==> config.mk <==
export PLATFORM = sky130hd
export DESIGN_NAME = v3a_sqrt_cell
export DESIGN_NICKNAME = d
export VERILOG_FILES = /design/src/sv/v3a_pkg.sv /design/src/sv/v3a_sqrt_cell.sv
export SDC_FILE = /design/constraint.sdc
export NUM_CORES = 1
export LEC_CHECK = 0
export ABC_AREA = 1
export CAP_MARGIN = 20
export CELL_PAD_IN_SITES_DETAIL_PLACEMENT = 0
export CELL_PAD_IN_SITES_GLOBAL_PLACEMENT = 1
export CORE_AREA = 3 3 365 367
export CTS_CLUSTER_SIZE = 24
export DETAILED_ROUTE_END_ITERATION = 16
export DIE_AREA = 0 0 368 370
export DONT_BUFFER_PORTS = 1
export MAX_ROUTING_LAYER = met4
export PLACE_DENSITY_LB_ADDON = 0.2
export SYNTH_ARGS = -nofsm -noshare
export SYNTH_HDL_FRONTEND = slang
export SYNTH_SLANG_ARGS = --single-unit
==> constraint.sdc <==
create_clock -name i_clk -period 2.22 [get_ports i_clk]
set_input_delay 0.111 -clock i_clk [delete_from_list [all_inputs] [get_ports i_clk]]
set_output_delay 0.111 -clock i_clk [all_outputs]
set_load 0.01 [all_outputs]
==> src/sv/v3a_pkg.sv <==
// Shared types, codes and helpers for the three-component vector ALU.
// No dependencies; every other file refers to this package by scoped names.
`default_nettype none
package v3a_pkg;

    localparam int DIM        = 3;
    localparam int DATA_W     = 32;
    localparam int SQRT_STEPS = 32;
    localparam int DIV_STEPS  = 17;
    localparam int NUM_CELLS  = SQRT_STEPS + DIV_STEPS;

    localparam logic [2:0] CMD_ADD   = 3'd0;
    localparam logic [2:0] CMD_SUB   = 3'd1;
    localparam logic [2:0] CMD_SCALE = 3'd2;
    localparam logic [2:0] CMD_DOT   = 3'd3;
    localparam logic [2:0] CMD_MAG   = 3'd4;
    localparam logic [2:0] CMD_CROSS = 3'd5;
    localparam logic [2:0] CMD_NORM  = 3'd6;

    localparam logic [1:0] ST_OK   = 2'd0;
    localparam logic [1:0] ST_SAT  = 2'd1;
    localparam logic [1:0] ST_ZERO = 2'd2;

    localparam logic [DATA_W-1:0] Q_MAX = 32'h7FFF_FFFF;
    localparam logic [DATA_W-1:0] Q_MIN = 32'h8000_0000;

    // Beat handed from cell to cell
    typedef struct packed {
        logic [2:0]                    cmd;
        logic [DIM-1:0][DATA_W-1:0]    res;
        logic [DATA_W-1:0]             sc;
        logic                          clip;
        logic [63:0]                   rad;
        logic [33:0]                   srem;
        logic [DATA_W-1:0]             root;
        logic [DIM-1:0]                neg;
        logic [DIM-1:0][DATA_W-1:0]    drem;
        logic [DIM-1:0][DIV_STEPS-1:0] dnum;
        logic [DIM-1:0][DIV_STEPS-1:0] quo;
    } t_beat;

    // Truncate a Q32.32 value toward zero to Q16.16 and saturate; msb is the clip flag
    function automatic logic [DATA_W:0] sat_trunc(input logic signed [65:0] v);
        logic signed [65:0] adj;
        logic signed [65:0] q;
        adj = v + (v[65] ? 66'sd65535 : 66'sd0);
        q   = adj >>> 16;
        if (q > 66'sd2147483647) begin
            return {1'b1, Q_MAX};
        end else if (q < -66'sd2147483648) begin
            return {1'b1, Q_MIN};
        end
        return {1'b0, q[DATA_W-1:0]};
    endfunction

    // Saturate a 33-bit sum to 32 bits; msb is the clip flag
    function automatic logic [DATA_W:0] sat33(input logic signed [DATA_W:0] v);
        if (v > 33'sd2147483647) begin
            return {1'b1, Q_MAX};
        end else if (v < -33'sd2147483648) begin
            return {1'b1, Q_MIN};
        end
        return {1'b0, v[DATA_W-1:0]};
    endfunction

endpackage
`default_nettype wire

==> src/sv/v3a_sqrt_cell.sv <==
// One digit step of the integer square root: takes two radicand bits, yields one root bit.
// Depends on v3a_pkg.
`default_nettype none
module v3a_sqrt_cell (
    input  wire logic           i_clk,
    input  wire logic           i_rst_n,
    input  wire logic           i_en,
    input  wire logic           i_valid,
    input  v3a_pkg::t_beat      i_beat,
    output logic                o_valid,
    output v3a_pkg::t_beat      o_beat
);
    logic           r_v;
    v3a_pkg::t_beat r_beat;
    v3a_pkg::t_beat n_beat;
    logic [35:0]    rem_t;
    logic [35:0]    trial;

    // Compare against the trial root and pass the rest on
    always_comb begin
        n_beat = i_beat;
        rem_t  = {i_beat.srem, i_beat.rad[63:62]};
        trial  = {2'b00, i_beat.root, 2'b01};
        n_beat.rad = {i_beat.rad[61:0], 2'b00};
        if (rem_t >= trial) begin
            n_beat.srem = rem_t[33:0] - trial[33:0];
            n_beat.root = {i_beat.root[30:0], 1'b1};
        end else begin
            n_beat.srem = rem_t[33:0];
            n_beat.root = {i_beat.root[30:0], 1'b0};
        end
    end

    always_ff @(posedge i_clk) begin
        if (!i_rst_n) begin
            r_v <= 1'b0;
        end else if (i_en) begin
            r_v <= i_valid;
        end
    end

    always_ff @(posedge i_clk) begin
        if (i_en) begin
            r_beat <= n_beat;
        end
    end

    assign o_valid = r_v;
    assign o_beat  = r_beat;

endmodule
`default_nettype wire

Word level (Yosys, flattened, before mapping) --
Index checks and enable logic that the tools add are counted.
Storage, ports and cells: output and inout bits 464, word-level logic and storage cells 23, bits in latches 0, memory bits (read-only) 0, flip-flop bits (word level) 462, input port bits 467, RAM bits 0, memories 0
Cells by class: order comparisons 1, equal/unequal tests 0, bitwise gates (word level) 0, add/sub/neg operators 1, divide/modulo/power cells 0, shift operators 0, multiply operators 0, multiplexer cells 1, reductions and logical operators 0
Operator list (count):
- 66-bit 2-to-1 mux | 1
- 36-bit by 34-bit >= comparator with 1-bit output | 1
- 34-bit subtractor | 1

Logic depth before layout (Yosys ltp) --
Gate-level depths: netlist of run 1.
depth after elaboration 2, mapped depth 16, gate-level depth less buffers 15

Least setup slack after synthesis of run 1 --
No wires, ideal clock.
path kind input -> register, from input port i_beat[217] in the netlist's numbering, to register r_beat, in the netlist o_beat[258], data pin, data required time 1967 ps, data arrival time 1491 ps, buffers on the path 1, slack 476 ps, setup time 253 ps, stages on the path 15, cell sequence inv_1 > ha_1 > nand2_1 > inv_1 > nand2_1 > nand2_1 > inv_1 > nand2_1 > a21oi_2 > nand2_1 > nand2_2 > nand2_8 > buf_4 > nand3_1 > nand2_1
RTL lines:
- start, declared | RTL line v3a_sqrt_cell.sv:9 | input v3a_pkg::t_beat i_beat,
- end signal, assigned | RTL line v3a_sqrt_cell.sv:44 | r_beat <= n_beat;
- end, declared | RTL line v3a_sqrt_cell.sv:14 | v3a_pkg::t_beat r_beat;

==> results of run 1 <==
[power breakdown]
part           switching [W]  internal, W
clock network        0.00408      0.00551
logic               0.000927     0.000979
registers            0.00106       0.0105
[state kept, by name (all words and copies together), names as in the netlist]
register  flops
o_beat      461
o_valid       1
[layout make-up]
cell class | instances | area (um^2) | area share, %
repair buffers | 537 | 5240 | 19.9
well taps | 1742 | 2180 | 8.29
clock buffers | 72 | 1530 | 5.80
diodes | 30 | 75.1 | 0.285
clock inverters | 36 | 402 | 1.53
inverters | 141 | 532 | 2.02
flip-flops and latches | 462 | 13900 | 52.7
multi-input cells | 502 | 2490 | 9.46
[logic make-up after synthesis]
kind of cell | after synthesis | share of synthesized area [%]
flops | 462 | 81.8
simple gates | 404 | 9.80
buf+inv | 149 | 3.56
compound gates | 44 | 1.40
fa+ha+maj | 34 | 2.51
xor+xnor | 18 | 0.930
other cells | 1 | 0.0221
[through the flow]
stage | util [%] | setup WS, ps | std cells | instance area, um^2 | hold slack, ps
2_1_floorplan | - | 476 | 1113 | 17000 | 204
3_3_place_gp | 15.1 | -259 | 2916 | 19600 | 210
3_5_place_dp | 15.1 | -270 | 2916 | 19600 | 210
4_1_cts | 20.2 | 153 | 3487 | 26200 | -471
5_1_grt | 20.3 | 16.6 | 3516 | 26300 | -479
6_report | 20.3 | 167 | 3522 | 26300 | -421
[cell usage after synthesis]
library cell    n  area (um^2)
o21bai_1        4         30.0
conb_1          1         3.75
nor2_1         53          199
and2_1          2         12.5
nand2_8         1         20.0
nand3_1        38          190
nor2_2          6         37.5
buf_4           5         37.5
nor4_1          1         6.26
a21oi_1        25          125
a21oi_2         2         17.5
nand3b_1        4         30.0
dfxtp_1         1         20.0
buf_6           3         33.8
xnor2_1         3         26.3
o21ai_0        13         65.1
xor2_1         15          131
inv_1         140          526
nand2_2         5         31.3
nand3_2         2         20.0
inv_4           1         6.26
nand4_1         6         37.5
ha_1           34          425
edfxtp_1      461        13800
nand2_1       283         1060
nor3_1          3         15.0
[per-layer routing]
metal	vias up	routed length (um)
met5	-	0
met4	0	2890
met3	98	8780
met2	615	45700
met1	5689	34700
li1	5084	-
[worst max-delay path by stage]
stage               cells past startpoint         from  slack, ps                     to
floorplan                              15  i_beat[217]        480  o_beat[258]$_DFFE_PP_
global placement                       13  i_beat[211]       -260  o_beat[262]$_DFFE_PP_
detailed placement                     13  i_beat[211]       -270  o_beat[262]$_DFFE_PP_
CTS                                    15  i_beat[329]        150  o_beat[255]$_DFFE_PP_
global route                           15  i_beat[329]         20  o_beat[255]$_DFFE_PP_
finish                                 14  i_beat[329]        170  o_beat[247]$_DFFE_PP_
[critical path, delay by kind of cell]
family        cells  cell delay, ps
fa+ha+maj         1             210
buf+inv           4            1060
xor+xnor          1             140
simple gates      8             920
==> summary.txt, run 1 <==
Setup crit end kind - flop
worst hold path stage count - 0
Final Cycle Share - 92.5%
Max Slew Vio Count - 0
Crit path arrival time - 2440 ps
Post-DRT Antenna Nets - 0
number of H-tree levels - 2
share of cells above drive strength 1 - 9.94%
CP Class - input port to flop
gr usage total - 13.1%
CTS resizes - 0
Via Count - 11500
post-synthesis instance total - 1112
fmax - 487 MHz
met1 Use GR - 14.2%
TritonRoute pass-1 iters - 5
met3 usage in global routing - 5.31%
Syn-to-layout area delta - 55.2%
commonest cells after routing, fill and taps aside - dlygate4sd3_1, edfxtp_1, nand2_1
worst-skew pair later-pin latency - 660 ps
largest net degree at the start of global routing - 464
slew margin rel. - 37.8%
most common cell after layout, fill and taps aside - dlygate4sd3_1
worst vdd ir - 527 uV
I/O Buffers - 0
DRC viols - 0
Clock Sinks - 462
Slew @ Worst Pin - 932 ps
RR Endpoint - o_valid$_SDFFE_PN0P_
die height - 370 um
pwr/cell area - 877 mW/mm^2
Worst Hold End - o_beat[307]$_DFFE_PP_
RR Startpoint - o_valid$_SDFFE_PN0P_
Post-CTS Setup Inserts - 0
Die ar. - 0.136 mm^2
Hold WS - -421 ps
# rows - 132
Worst Reg-to-Reg Cells - 4
Crit path required time - 2610 ps
Hold Startpoint - i_en
clock root buffer - clkbuf_16
GPL Wtd Cong - 0.811
Leak - 9.80 nW
WL/cell - 26.1 um
synth unique cells - 26
antenna violations before repair - 39
worst hold-check path type - input port to flop
Initial Util - 13.1%
CTS tree - done
status - complete, but fails checks
Seq/Total Area, Yosys - 81.8%
Final nets - 2203
yosys warns - 0
first-pass GRT wire length - 117 mm
Largest stage delay, worst path - 590 ps
Pwr Total - 0.0231 W
Avg Inst Size Synth - 15.2 um^2
failing checks - hold timing
clk buf depth - 3
hold buffers post-CTS - 463
critical path fanouts, max - 4
Core ar. - 0.130 mm^2
drt via density - 3.26
FF+latch count, synth - 462
area of the mapped netlist - 0.0170 mm^2
cell mode on critical path - nand2_1
number of global-route vias before repair - 12000
crit start category - input port
RSZ-0062 raised after global routing - false
final hold viol count - 260
Crit-path slowest cell - dlygate4sd3_1
Final Skew - 0 ps
max-capacitance violation count - 0
Final Setup Violations - 0
total gr overflow - 0
Filler Cell Count - 14000
HPWL after DPL - 71.9 mm
DR iter-0 viols - 708
final WL - 92.0 mm
CP cell instances - dlygate4sd3_1, inv_1, ha_1, inv_1, nand3_1, nand3_2, nand2_1, nand2_1, nand2_1, nand2_1, buf_4, xor2_1, nand2_1, nand2_1
setup TNS - 0 ps
Tmin final - 2050 ps
global route hottest layer - met2
Clock transition at path regs - 60 ps
I/O pins - 931
met2 usage - 22.1%
FF-to-FF setup slack - 830 ps
CTS Buf Count - 58
Die Wd - 368 um
No activity file was read; power rests on OpenSTA's default activity.
==> inputs of run 2 (changes only) <==
--- a/config.mk
+++ b/config.mk
@@ -10,10 +10,11 @@
 export CELL_PAD_IN_SITES_DETAIL_PLACEMENT = 0
 export CELL_PAD_IN_SITES_GLOBAL_PLACEMENT = 1
 export CORE_AREA = 3 3 365 367
-export CTS_CLUSTER_SIZE = 24
+export CTS_CLUSTER_SIZE = 12
 export DETAILED_ROUTE_END_ITERATION = 16
 export DIE_AREA = 0 0 368 370
 export DONT_BUFFER_PORTS = 1
+export GPL_TIMING_DRIVEN = 0
 export MAX_ROUTING_LAYER = met4
 export PLACE_DENSITY_LB_ADDON = 0.2
 export SYNTH_ARGS = -nofsm -noshare
==> run 2 against run 1 <==
  * The flow still finishes with violations (hold timing)
  * Setup slack improved by 3.7 ps
  * Clock-buffer cell count grew 1
  * Wire length down 0.48%
  * Core utilization down 0.37 points
  * Clock skew unchanged
  * Largest power group unchanged
  * Critical endpoint is now o_beat[266]$_DFFE_PP_
  * Sequential cell count stayed put
  * Register-to-register slack got worse by 220 ps
==> summary.txt, run 2 (same netlist as run 1, synthesis figures left out) <==
total gr overflow - 0
Leak - 9.51 nW
Pwr Total - 0.0231 W
Post-DRT Antenna Nets - 0
CTS tree - done
max FFs per register - 461
RR Startpoint - o_valid$_SDFFE_PN0P_
final WL - 91.6 mm
Hold WS - -405 ps
most common cell after layout, fill and taps aside - dlygate4sd3_1
switching power - 0.00614 W
GPL Wtd Cong - 0.814
Max Slew Vio Count - 0
Worst path top cell family by delay - simple AND/OR/NAND/NOR gates
Worst Hold End - o_beat[16]$_DFFE_PP_
pwr/cell area - 895 mW/mm^2
CTS Buf Count - 59
fin cells - 3464
Largest stage delay, worst path - 550 ps
DR iter-0 viols - 714
share of power burned in registers - 50.1%
Crit path required time - 2620 ps
FF-to-FF setup slack - 610 ps
clock root buffer - clkbuf_16
Sw Ratio - 26.6%
DRC viols - 0
cell mode on critical path - nand2_1
Final nets - 2139
number of global-route vias before repair - 11700
crit start category - input port
CP cell instances - inv_1, ha_1, nand2_1, nor2_2, nand2_1, nor2_1, nand2_1, a21oi_2, nor2_2, nand2_8, inv_4, nand2_1, nand2_1, dlygate4sd3_1
worst hold-check path type - input port to flop
post-layout instance area - 0.0258 mm^2
Crit. path cell count - 14
# placed instances - 2855
commonest cells after routing, fill and taps aside - dlygate4sd3_1, edfxtp_1, nand2_1
Initial Util - 13.1%
Final Setup Violations - 0
internal power - 0.0170 W
Setup crit end kind - flop
RR Endpoint - o_valid$_SDFFE_PN0P_
Via Count - 11200
Crit path arrival time - 2450 ps
Tmin final - 2050 ps
share of cells above drive strength 1 - 7.10%
critical path fanouts, max - 10
I/O pins - 931
worst vdd ir - 519 uV
clk buf depth - 3
TritonRoute pass-1 iters - 5
CP Class - input port to flop
Die ar. - 0.136 mm^2
drt via density - 3.24
I/O Buffers - 0
Final Skew - 0 ps
setup TNS - 0 ps
Crit-path slowest cell - dlygate4sd3_1
Clock Sinks - 462
Worst Path Buf+Inv - 3
HPWL after DPL - 70.9 mm
status - complete, but fails checks
largest net degree at the start of global routing - 464
combinational share of power - 7.5%
Syn-to-layout area delta - 52.4%
RSZ-0062 raised after global routing - false
final hold viol count - 244
worst hold path stage count - 0
# rows - 132
Filler Cell Count - 14000
Clock transition at path regs - 70 ps
Worst Reg-to-Reg Cells - 3
WL/cell - 26.4 um
antenna violations before repair - 39
Hold Startpoint - i_en
Final Cycle Share - 92.3%
Slew @ Worst Pin - 1040 ps
gr usage total - 13.1%
slew margin rel. - 29.7%
max-capacitance violation count - 0
Core ar. - 0.130 mm^2
die height - 370 um
number of H-tree levels - 2
Post-CTS Setup Inserts - 0
fmax - 488 MHz
Die Wd - 368 um
area of placed instances - 0.0191 mm^2
worst-skew pair later-pin latency - 650 ps
failing checks - hold timing
Clk network pwr share - 42.4%
first-pass GRT wire length - 115 mm
==> run 2: cell types whose count changed in the layout (fill, tap and decap cells not counted), moves of 2 or more <==
cell / delta
buf_4: -61
buf_6: +3
clkinv_1: -2
buf_12: -3
clkinv_4: -2
diode_2: +3
dlygate4sd3_1: -4
clkinv_2: +4
inv_6: +2
inv_8: +2
==> run 2: repair_timing <==
item / 4_1_cts / 5_1_grt
resized for setup: 0 / 1
hold endpoints to repair: 922 / 412
hold buffers: 455 / 9
endpoints found under the setup margin: 0 / 1
==> run 2: area by class of cell <==
cell class	count	area, um^2	area share (%)
antenna	33	82.6	0.320
buffer	8	71.3	0.276
clock buffer	73	1550	6.00
clock inverter	39	415	1.61
inverter	141	532	2.06
multi-input combinational	502	2490	9.65
sequential	462	13900	53.7
tap	1742	2180	8.44
timing repair buffer	464	4640	18.0
==> run 2: layer usage <==
metal	vias to the layer above	track usage [%]	share of wire, %
met1	5557	14.5	38
met5	-	-	0
met2	606	21.9	49
met3	100	5.22	9.8
li1	4967	-	-
met4	0	3.25	2.8
==> run 2: worst max path at each step <==
stage / from / endpoint / slack [ps]
2_1_floorplan: i_beat[217] / o_beat[258]$_DFFE_PP_ / 480
3_3_place_gp: i_beat[206] / o_beat[262]$_DFFE_PP_ / -620
3_5_place_dp: i_beat[206] / o_beat[262]$_DFFE_PP_ / -610
4_1_cts: i_beat[213] / o_beat[266]$_DFFE_PP_ / 40
5_1_grt: i_beat[213] / o_beat[266]$_DFFE_PP_ / 10
6_report: i_beat[214] / o_beat[266]$_DFFE_PP_ / 170
==> run 2: per-stage QoR <==
stage,setup WS [ps],util (%)
after CTS,37.0,19.8
after detailed placement,-608,14.7
after global routing,10.7,19.9
final,171,19.9
after global placement,-622,14.7
after floorplan,476,-
==> run 2: power by group through the flow <==
stage	combinational [W]	clock, W	sequential, W
6_report	0.00174	0.00980	0.0116
5_1_grt	0.00192	0.0106	0.0116
4_1_cts	0.00177	0.0102	0.0116
3_5_place_dp	0.000986	0	0.0118
3_3_place_gp	0.000998	0	0.0118
2_1_floorplan	0.000645	0	0.0112
