[config.mk]
export PLATFORM = sky130hd
export DESIGN_NAME = v3a_div_cell
export DESIGN_NICKNAME = d
export VERILOG_FILES = /design/src/sv/v3a_pkg.sv /design/src/sv/v3a_div_cell.sv
export SDC_FILE = /design/constraint.sdc
export NUM_CORES = 1
export LEC_CHECK = 0
export BUFFER_PORTS_ARGS = -buffer_cell sky130_fd_sc_hd__buf_2
export CELL_PAD_IN_SITES_DETAIL_PLACEMENT = 1
export CELL_PAD_IN_SITES_GLOBAL_PLACEMENT = 1
export CORE_AREA = 2 2 357 359
export CTS_BUF_LIST = sky130_fd_sc_hd__clkbuf_4
export DETAILED_ROUTE_END_ITERATION = 10
export DIE_AREA = 0 0 359 361
export PLACE_DENSITY_LB_ADDON = 0.1
export SKIP_CTS_REPAIR_TIMING = 1
export SKIP_LAST_GASP = 1
export SYNTH_ARGS = -nofsm -noshare
export SYNTH_HDL_FRONTEND = slang
export SYNTH_SLANG_ARGS = --single-unit
[constraint.sdc]
create_clock -name i_clk -period 7.4 [get_ports i_clk]
set_clock_uncertainty 0.2 [all_clocks]
set_input_delay 1.11 -clock i_clk [delete_from_list [all_inputs] [get_ports i_clk]]
set_output_delay 1.11 -clock i_clk [all_outputs]
set_load 0.01 [all_outputs]
[src/sv/v3a_pkg.sv]
// Shared types, codes and helpers for the three-component vector ALU.
// No dependencies; every other file refers to this package by scoped names.
`default_nettype none
package v3a_pkg;

    localparam int DIM        = 3;
    localparam int DATA_W     = 32;
    localparam int SQRT_STEPS = 32;
    localparam int DIV_STEPS  = 17;
    localparam int NUM_CELLS  = SQRT_STEPS + DIV_STEPS;

    localparam logic [2:0] CMD_ADD   = 3'd0;
    localparam logic [2:0] CMD_SUB   = 3'd1;
    localparam logic [2:0] CMD_SCALE = 3'd2;
    localparam logic [2:0] CMD_DOT   = 3'd3;
    localparam logic [2:0] CMD_MAG   = 3'd4;
    localparam logic [2:0] CMD_CROSS = 3'd5;
    localparam logic [2:0] CMD_NORM  = 3'd6;

    localparam logic [1:0] ST_OK   = 2'd0;
    localparam logic [1:0] ST_SAT  = 2'd1;
    localparam logic [1:0] ST_ZERO = 2'd2;

    localparam logic [DATA_W-1:0] Q_MAX = 32'h7FFF_FFFF;
    localparam logic [DATA_W-1:0] Q_MIN = 32'h8000_0000;

    // Beat handed from cell to cell
    typedef struct packed {
        logic [2:0]                    cmd;
        logic [DIM-1:0][DATA_W-1:0]    res;
        logic [DATA_W-1:0]             sc;
        logic                          clip;
        logic [63:0]                   rad;
        logic [33:0]                   srem;
        logic [DATA_W-1:0]             root;
        logic [DIM-1:0]                neg;
        logic [DIM-1:0][DATA_W-1:0]    drem;
        logic [DIM-1:0][DIV_STEPS-1:0] dnum;
        logic [DIM-1:0][DIV_STEPS-1:0] quo;
    } t_beat;

    // Truncate a Q32.32 value toward zero to Q16.16 and saturate; msb is the clip flag
    function automatic logic [DATA_W:0] sat_trunc(input logic signed [65:0] v);
        logic signed [65:0] adj;
        logic signed [65:0] q;
        adj = v + (v[65] ? 66'sd65535 : 66'sd0);
        q   = adj >>> 16;
        if (q > 66'sd2147483647) begin
            return {1'b1, Q_MAX};
        end else if (q < -66'sd2147483648) begin
            return {1'b1, Q_MIN};
        end
        return {1'b0, q[DATA_W-1:0]};
    endfunction

    // Saturate a 33-bit sum to 32 bits; msb is the clip flag
    function automatic logic [DATA_W:0] sat33(input logic signed [DATA_W:0] v);
        if (v > 33'sd2147483647) begin
            return {1'b1, Q_MAX};
        end else if (v < -33'sd2147483648) begin
            return {1'b1, Q_MIN};
        end
        return {1'b0, v[DATA_W-1:0]};
    endfunction

endpackage
`default_nettype wire

[src/sv/v3a_div_cell.sv]
// One restoring division step on all three lanes, dividing by the magnitude.
// Depends on v3a_pkg.
`default_nettype none
module v3a_div_cell (
    input  wire logic           i_clk,
    input  wire logic           i_rst_n,
    input  wire logic           i_en,
    input  wire logic           i_valid,
    input  v3a_pkg::t_beat      i_beat,
    output logic                o_valid,
    output v3a_pkg::t_beat      o_beat
);
    logic           r_v;
    v3a_pkg::t_beat r_beat;
    v3a_pkg::t_beat n_beat;

    // Shift in one numerator bit per lane and subtract the divisor when it fits
    always_comb begin
        logic [v3a_pkg::DATA_W:0] t;
        logic [v3a_pkg::DATA_W:0] den;
        n_beat = i_beat;
        den    = {1'b0, i_beat.root};
        t      = '0;
        for (int i = 0; i < v3a_pkg::DIM; i++) begin
            t = {i_beat.drem[i], i_beat.dnum[i][v3a_pkg::DIV_STEPS-1]};
            n_beat.dnum[i] = {i_beat.dnum[i][v3a_pkg::DIV_STEPS-2:0], 1'b0};
            if (t >= den) begin
                n_beat.drem[i] = t[31:0] - den[31:0];
                n_beat.quo[i]  = {i_beat.quo[i][v3a_pkg::DIV_STEPS-2:0], 1'b1};
            end else begin
                n_beat.drem[i] = t[31:0];
                n_beat.quo[i]  = {i_beat.quo[i][v3a_pkg::DIV_STEPS-2:0], 1'b0};
            end
        end
    end

    always_ff @(posedge i_clk) begin
        if (!i_rst_n) begin
            r_v <= 1'b0;
        end else if (i_en) begin
            r_v <= i_valid;
        end
    end

    always_ff @(posedge i_clk) begin
        if (i_en) begin
            r_beat <= n_beat;
        end
    end

    assign o_valid = r_v;
    assign o_beat  = r_beat;

endmodule
`default_nettype wire

# Word level (Yosys, flattened, before mapping)

Index checks and enable logic that the tools add are counted.

Register bits after elaboration: 461
Bits in latches: 0
Bits in writable memories: 0
ROM bits: 0
Input port bits: 467
Output and inout bits: 464
Word-level logic and storage cells: 32
Memories kept: 0

Add/subtract/negate cells: 3
Multiply operators: 0
Divide/modulo/power cells: 0
Magnitude comparators: 3
Eq/ne operators: 0
Shifts and indexed selects: 0
Multiplexer cells: 6
Bitwise logic cells: 0
Reductions and logical operators: 0

Operator list:

| cell                                         | count |
|---|---|
| greater-or-equal comparator 33 x 32 -> 1 bit | 3 |
| two-way mux 32 bit                           | 3 |
| subtractor 32 bit                            | 3 |
| two-way mux 1 bit                            | 3 |

# Depth between registers and ports, before layout

Gate-level depths: netlist (run 1).

Word-level depth: 2
Mapped depth: 13
Gate-level depth less buffers: 11

# Worst setup path before layout (run 1)

Ideal clock, no wire load.

Kind: input to register
Start: input i_beat[204] in the netlist's numbering
End: register r_beat, in the netlist o_beat[112], data pin
Setup time: 0.260 ns
Arrival time: 3.306 ns
Data required time: 6.940 ns
Setup slack: 3.634 ns
Cell stages on the path: 11
Path buffers: 1
Cells stage by stage: inv_1 > ha_1 > and3_1 > o21a_1 > o31a_1 > o31a_1 > a21bo_1 > o41ai_2 > inv_2 > buf_6 > mux2_4

RTL lines:

| item                 | RTL line           | text |
|---|---|---|
| start, declared      | v3a_div_cell.sv:9  | `input v3a_pkg::t_beat i_beat,` |
| end signal, assigned | v3a_div_cell.sv:47 | `r_beat <= n_beat;` |
| end, declared        | v3a_div_cell.sv:14 | `v3a_pkg::t_beat r_beat;` |

==> impl_metrics.toml, run 1 <==
[outcome]
result_of_the_run = "finished clean"

[grt]
grt_overflow = 0
antenna_found_initial = 69
groute.usage.overall = 0.187
grt_pass1_wl_um = 164000
first_global_vias = 18334
grt_start_max_net_pins = 115

[yosys]
synth_async_sr_flop_share = 0
post_synth_inst_count = 1524
yosysWarnings = 0
sequential_area_share_after_synthesis = 0.671
synth_top_flop_cell = "sky130_fd_sc_hd__edfxtp_1"
syn-cell-area_um2 = 20600
edff_count_synth = 460
synth_seq_cells = 461
synth_cell_types = 76
avgSynthCellArea_um2 = 13.5

[floorplan]
placementRows = 130
die_height_um = 361
dieArea_um2 = 130000
start_util = 0.164
ios = 931
core_um2 = 125000
dieWidth_um = 359

[cells_and_area]
layout_area_overhead_pct = 57.9
layout-drive-gt1-share = 0.394
finalNetCount = 3473
finalCoreUtilization = 0.260

[cts]
clock_edge_transition_at_the_registers_on_the_reported_setup_and_hold_paths_ns = 0.06
clock_sink_count = 461
worst_skew_pair.late_latency_ns = 1.05
master_cell_of_the_clock_root_buffer = "sky130_fd_sc_hd__clkbuf_4"
cts.htree.levels = 4
clock_tree_from_tritoncts = "built"
maximum_number_of_buffers_from_clock_root_to_sink = 3
cts_made_buffers = 148

[worst_setup_path]
worst-path-max-fanout = 39
cp_top_family = "compound AO/OA/AOI/OAI gates"
critPathRequiredTime_ns = 8.00
path_cells = "dlygate4sd3_1, buf_2, inv_1, ha_1, and3_1, o21a_1, o31a_1, o31a_1, a21bo_1, o41ai_2, buf_4, inv_2, mux2_4"
worst-path-stages = 13
startpoint_type_of_the_worst_setup_path = "primary input"
cpPeakStageDelay_ns = 0.62
critPathCaptureType = "flop"
reg2reg_slack_ns = 6.56
worst_r2r_startpoint = "o_valid"
r2r.worst_path.cells = 2
timing.critical_path.mode_cell = "sky130_fd_sc_hd__o31a_1"
timing.critical_path.buf_inv = 5
critical_path.slowest_cell = "sky130_fd_sc_hd__o41ai_2"
crit-reg2reg-capture = "o_valid"
timing_worst_setup_path_type = "primary input to flop"
arrival_ns = 5.50

[placed_design]
gp_congestion = 0.867
portBuffers = 924
dp_hpwl_um = 103000
place_ws_ns = 1.92

[timing]
clock_period_minus_worst_slack_ns = 4.91
finalCritPeriodShare = 0.663
rsz0062_at_grt = "no"
worst_slew_margin_rel = 0.285
final_hold_viol_count = 0
fin_tns_setup_ns = 0
tightestPinTransition_ns = 1.07
report.final.slew_viol_count = 0
clock.fmax_mhz = 204
setup_viol_count_final = 0
postLayoutSetupSlackWorst_ns = 2.49

[job]
drv.max_cap_violation_count = 0

[hold_path]
hold_path_endpoint = "o_beat[232]"
min_path_cells = 1
timing.hold.worst.start = "i_beat[232]"
hold_path_class = "primary input to flop"

[route]
detail_route.vias_per_cell = 4.05
first_drt_pass_iteration_count = 5
wl_cell_um = 27.0
drc_errors_left = 0
via_count = 18987
routed_wl_um = 127000
detailedRoute.firstIterationViolations = 1217
ant_nets = 0

[pwr]
seq_power_share = 0.433
irDropWorstVdd_uv = 139
power_density_nw_per_um2 = 231
power.clock.fraction = 0.349
cell_internal_pwr_uw = 5120
netSwitchingPower_uw = 2410
leak_pwr_uw = 0.0138
comb_power_share = 0.218
p_sw_frac = 0.320
==> synth_stat cells (6+ instances only) <==
cell type,count,share of area
sky130_fd_sc_hd__clkbuf_1,30,0.0055
sky130_fd_sc_hd__nand2_1,106,0.019
sky130_fd_sc_hd__nand3_1,22,0.0053
sky130_fd_sc_hd__inv_1,66,0.012
sky130_fd_sc_hd__mux2_2,8,0.0044
sky130_fd_sc_hd__edfxtp_1,460,0.67
sky130_fd_sc_hd__or2_2,6,0.0018
sky130_fd_sc_hd__o21bai_1,13,0.0047
sky130_fd_sc_hd__xnor2_1,39,0.017
sky130_fd_sc_hd__ha_1,96,0.058
sky130_fd_sc_hd__a211oi_1,6,0.0022
sky130_fd_sc_hd__o21ai_0,97,0.024
sky130_fd_sc_hd__o31a_1,8,0.0034
sky130_fd_sc_hd__nand4_1,23,0.0070
sky130_fd_sc_hd__buf_2,15,0.0036
sky130_fd_sc_hd__a21oi_1,126,0.031
sky130_fd_sc_hd__a31oi_1,17,0.0052
sky130_fd_sc_hd__a21o_1,44,0.016
sky130_fd_sc_hd__nand2b_1,12,0.0036
sky130_fd_sc_hd__and3_1,10,0.0030
sky130_fd_sc_hd__nor4_1,6,0.0018
sky130_fd_sc_hd__o21a_1,17,0.0062
sky130_fd_sc_hd__nor2b_1,14,0.0042
sky130_fd_sc_hd__a41oi_1,7,0.0030
sky130_fd_sc_hd__nor2_1,108,0.020
sky130_fd_sc_hd__xor2_1,31,0.013
sky130_fd_sc_hd__and2_1,6,0.0018
sky130_fd_sc_hd__o31ai_1,11,0.0040
sky130_fd_sc_hd__nor3_1,20,0.0049
==> cell usage in the layout, fill, tap and decap left out, drive strengths merged, types with 28 or more instances in the layout <==
cell,n
xor2,31
dlygate4sd3,352
ha,96
clkbuf,208
nor2,108
inv,73
edfxtp,460
o21ai,99
clkinv,37
buf,933
nand2,106
diode,28
a21oi,126
a21o,44
xnor2,39
==> worst reg2reg max path: stages, from the launching register on <==
cell and delay, ns:
sky130_fd_sc_hd__dfxtp_1 0.35, sky130_fd_sc_hd__mux2i_1 0.08, sky130_fd_sc_hd__nor2b_1 0.14
==> kinds of logic after synthesis <==
logic type,Yosys count,share of synthesized area
DFF,461,0.671
AOI/OAI and AO/OA,405,0.125
xor gates and xnor gates,70,0.0297
and+or+nand+nor,350,0.0787
adders and majority gates,99,0.0612
other,1,0.000182
muxes,17,0.00995
buffers and inverters,121,0.0249
==> power by group through the flow <==
stage / logic [uW] / clock network, uW / registers, uW
detailed placement: 1500 / 0 / 3310
global route: 1790 / 2900 / 3290
floorplan: 528 / 0 / 3440
global placement: 1500 / 0 / 3310
CTS: 1510 / 2770 / 3260
finish: 1640 / 2630 / 3260
==> metal layers <==
layer | share of wire | up-vias | GRT usage
met2 | 0.47 | 795 | 0.302
met5 | 0.0016 | - | 0
li1 | - | 8674 | -
met4 | 0.020 | 32 | 0.0432
met1 | 0.40 | 9303 | 0.212
met3 | 0.11 | 183 | 0.108
==> registers in the layout, indices dropped and copies added, names as in the netlist <==
| register | cells |
|---|---|
| o_beat | 460 |
| o_valid | 1 |
==> per-stage QoR <==
step / hold WS, ns / area (um2) / cells / total power (uW)
after floorplan: 0.338 / 20600 / 1526 / 3960
after global placement: 0.322 / 27200 / 4055 / 4810
after detailed placement: 0.344 / 27200 / 4055 / 4810
after CTS: -0.186 / 29000 / 4311 / 7550
after global routing: -0.0168 / 32600 / 4685 / 7970
final: 0.137 / 32600 / 4691 / 7530
==> cell type report <==
| cell class | count | area (um2) |
|---|---|---|
| well taps | 1650 | 2060 |
| diodes | 28 | 70.1 |
| repair buffers | 1285 | 8260 |
| clock inverters | 48 | 231 |
| multi-input cells | 944 | 6290 |
| flip-flops and latches | 461 | 13800 |
| clock buffers | 208 | 1560 |
| inverters | 67 | 251 |
| fillers | 14296 | 92800 |
==> worst max-delay path by stage <==
stage	from	to
floorplan	i_beat[204]	o_beat[112]
global placement	i_beat[204]	o_beat[112]
detailed placement	i_beat[202]	o_beat[195]
CTS	i_beat[202]	o_beat[195]
global route	i_beat[203]	o_beat[185]
finish	i_beat[204]	o_beat[122]
Note: power is estimated with default switching activity, not from simulation.
==> run 2: changes to the inputs <==
- CORE_AREA: 2 2 357 359 -> 2 2 366 368
- DIE_AREA: 0 0 359 361 -> 0 0 368 370
- clock period: 7.4 -> 5.12 ns (I/O delays scaled with it)
==> impl_metrics.toml, run 2 (same netlist as run 1, synthesis figures left out) <==
[pwr]
p_sw_frac = 0.314
irDropWorstVdd_uv = 184
netSwitchingPower_uw = 3480
comb_power_share = 0.222
seq_power_share = 0.424
cell_internal_pwr_uw = 7610
power_density_nw_per_um2 = 326
leak_pwr_uw = 0.0143
report.power.total_uw = 11100
power.clock.fraction = 0.354

[route]
routed_wl_um = 127000
detailedRoute.firstIterationViolations = 966
wl_cell_um = 25.8
first_drt_pass_iteration_count = 4
via_count = 19226
drc_errors_left = 0
detail_route.vias_per_cell = 3.90
ant_nets = 0

[grt]
grt_overflow = 0
first_global_vias = 18197
groute.usage.overall = 0.177
grt_start_max_net_pins = 81
antenna_found_initial = 65
grt_pass1_wl_um = 163000

[cts]
worst_skew_pair.late_latency_ns = 1.12
clock_sink_count = 461
cts_made_buffers = 148
master_cell_of_the_clock_root_buffer = "sky130_fd_sc_hd__clkbuf_4"
clock_edge_transition_at_the_registers_on_the_reported_setup_and_hold_paths_ns = 0.06
cts.htree.levels = 4
maximum_number_of_buffers_from_clock_root_to_sink = 3
clock_tree_from_tritoncts = "built"

[timing]
worst_slew_margin_rel = 0.416
postLayoutSetupSlackWorst_ns = 1.23
tightestPinTransition_ns = 0.876
final_hold_viol_count = 0
rsz0062_at_grt = "no"
holdWs_ns = 0.137
clock.fmax_mhz = 257
setup_viol_count_final = 0
report.final.slew_viol_count = 0
clock_period_minus_worst_slack_ns = 3.89
finalCritPeriodShare = 0.761
fin_tns_setup_ns = 0

[worst_setup_path]
critPathRequiredTime_ns = 5.82
worst-path-max-fanout = 5
startpoint_type_of_the_worst_setup_path = "primary input"
timing_worst_setup_path_type = "primary input to flop"
arrival_ns = 4.59
critPathCaptureType = "flop"

[placed_design]
place_ws_ns = 0.646
dp_hpwl_um = 104000
gp_congestion = 0.892
portBuffers = 924

[outcome]
result_of_the_run = "finished clean"

[floorplan]
die_height_um = 370
ios = 931
dieWidth_um = 368
start_util = 0.156
placementRows = 134
dieArea_um2 = 136000
core_um2 = 132000

[cells_and_area]
layout_area_overhead_pct = 64.9
largest_register_ff_count = 460
layout.cells.most_common = "sky130_fd_sc_hd__buf_2"
layout-drive-gt1-share = 0.383
mostFrequentLayoutCells = "sky130_fd_sc_hd__buf_2, sky130_fd_sc_hd__dlygate4sd3_1, sky130_fd_sc_hd__edfxtp_1"
finalNetCount = 3594

[job]
drv.max_cap_violation_count = 0

[hold_path]
hold_path_class = "primary input to flop"
run 2: worst max-delay path: stages:
cell	delay, ns
sky130_fd_sc_hd__dlygate4sd3_1	0.53
sky130_fd_sc_hd__buf_2	0.13
sky130_fd_sc_hd__inv_1	0.37
sky130_fd_sc_hd__ha_1	0.39
sky130_fd_sc_hd__and3_1	0.25
sky130_fd_sc_hd__o21a_1	0.17
sky130_fd_sc_hd__o31a_1	0.32
sky130_fd_sc_hd__o31a_1	0.32
sky130_fd_sc_hd__a21bo_1	0.23
sky130_fd_sc_hd__o21a_1	0.19
sky130_fd_sc_hd__o32ai_1	0.27
sky130_fd_sc_hd__dlygate4sd3_1	0.60
sky130_fd_sc_hd__nor2_1	0.05
run 2: layout make-up:
| class | instances | area [um2] |
|---|---|---|
| clock buffer | 207 | 1550 |
| timing repair buffer | 1406 | 9480 |
| fill | 15206 | 98400 |
| sequential | 461 | 13800 |
| inverter | 67 | 251 |
| multi-input combinational | 944 | 6290 |
| antenna | 33 | 82.6 |
| tap | 1768 | 2210 |
| clock inverter | 42 | 294 |
run 2: path summary, 6_finish.rpt:
check           endpoint  cells after the start  slack [ns]   startpoint
max          o_beat[133]                     13        1.23  i_beat[204]
min          o_beat[460]                      2        0.14  i_beat[460]
max reg2reg      o_valid                      3        3.75      o_valid
min reg2reg      o_valid                      3        0.90      o_valid
run 2: metal layers:
| layer | part of all wire | track usage | vias up |
|---|---|---|---|
| met5 | 0.0014 | 0 | - |
| met4 | 0.020 | 0.0415 | 30 |
| met3 | 0.096 | 0.0968 | 171 |
| met2 | 0.48 | 0.298 | 698 |
| met1 | 0.40 | 0.195 | 9420 |
| li1 | - | - | 8907 |
run 2: per-stage QoR:
step / std cells / util / instance area (um2)
final: 4928 / 0.257 / 34000
after global routing: 4921 / 0.257 / 34000
after CTS: 4434 / 0.221 / 29300
after detailed placement: 4185 / 0.207 / 27500
after global placement: 4185 / 0.207 / 27500
after floorplan: 1526 / - / 20600
run 2: power by group through the flow:
stage	logic (uW)	clock network, uW	registers, uW
finish	2470	3920	4700
global route	2700	4330	4740
CTS	2210	4140	4710
detailed placement	2200	0	4770
global placement	2200	0	4780
floorplan	763	0	4960
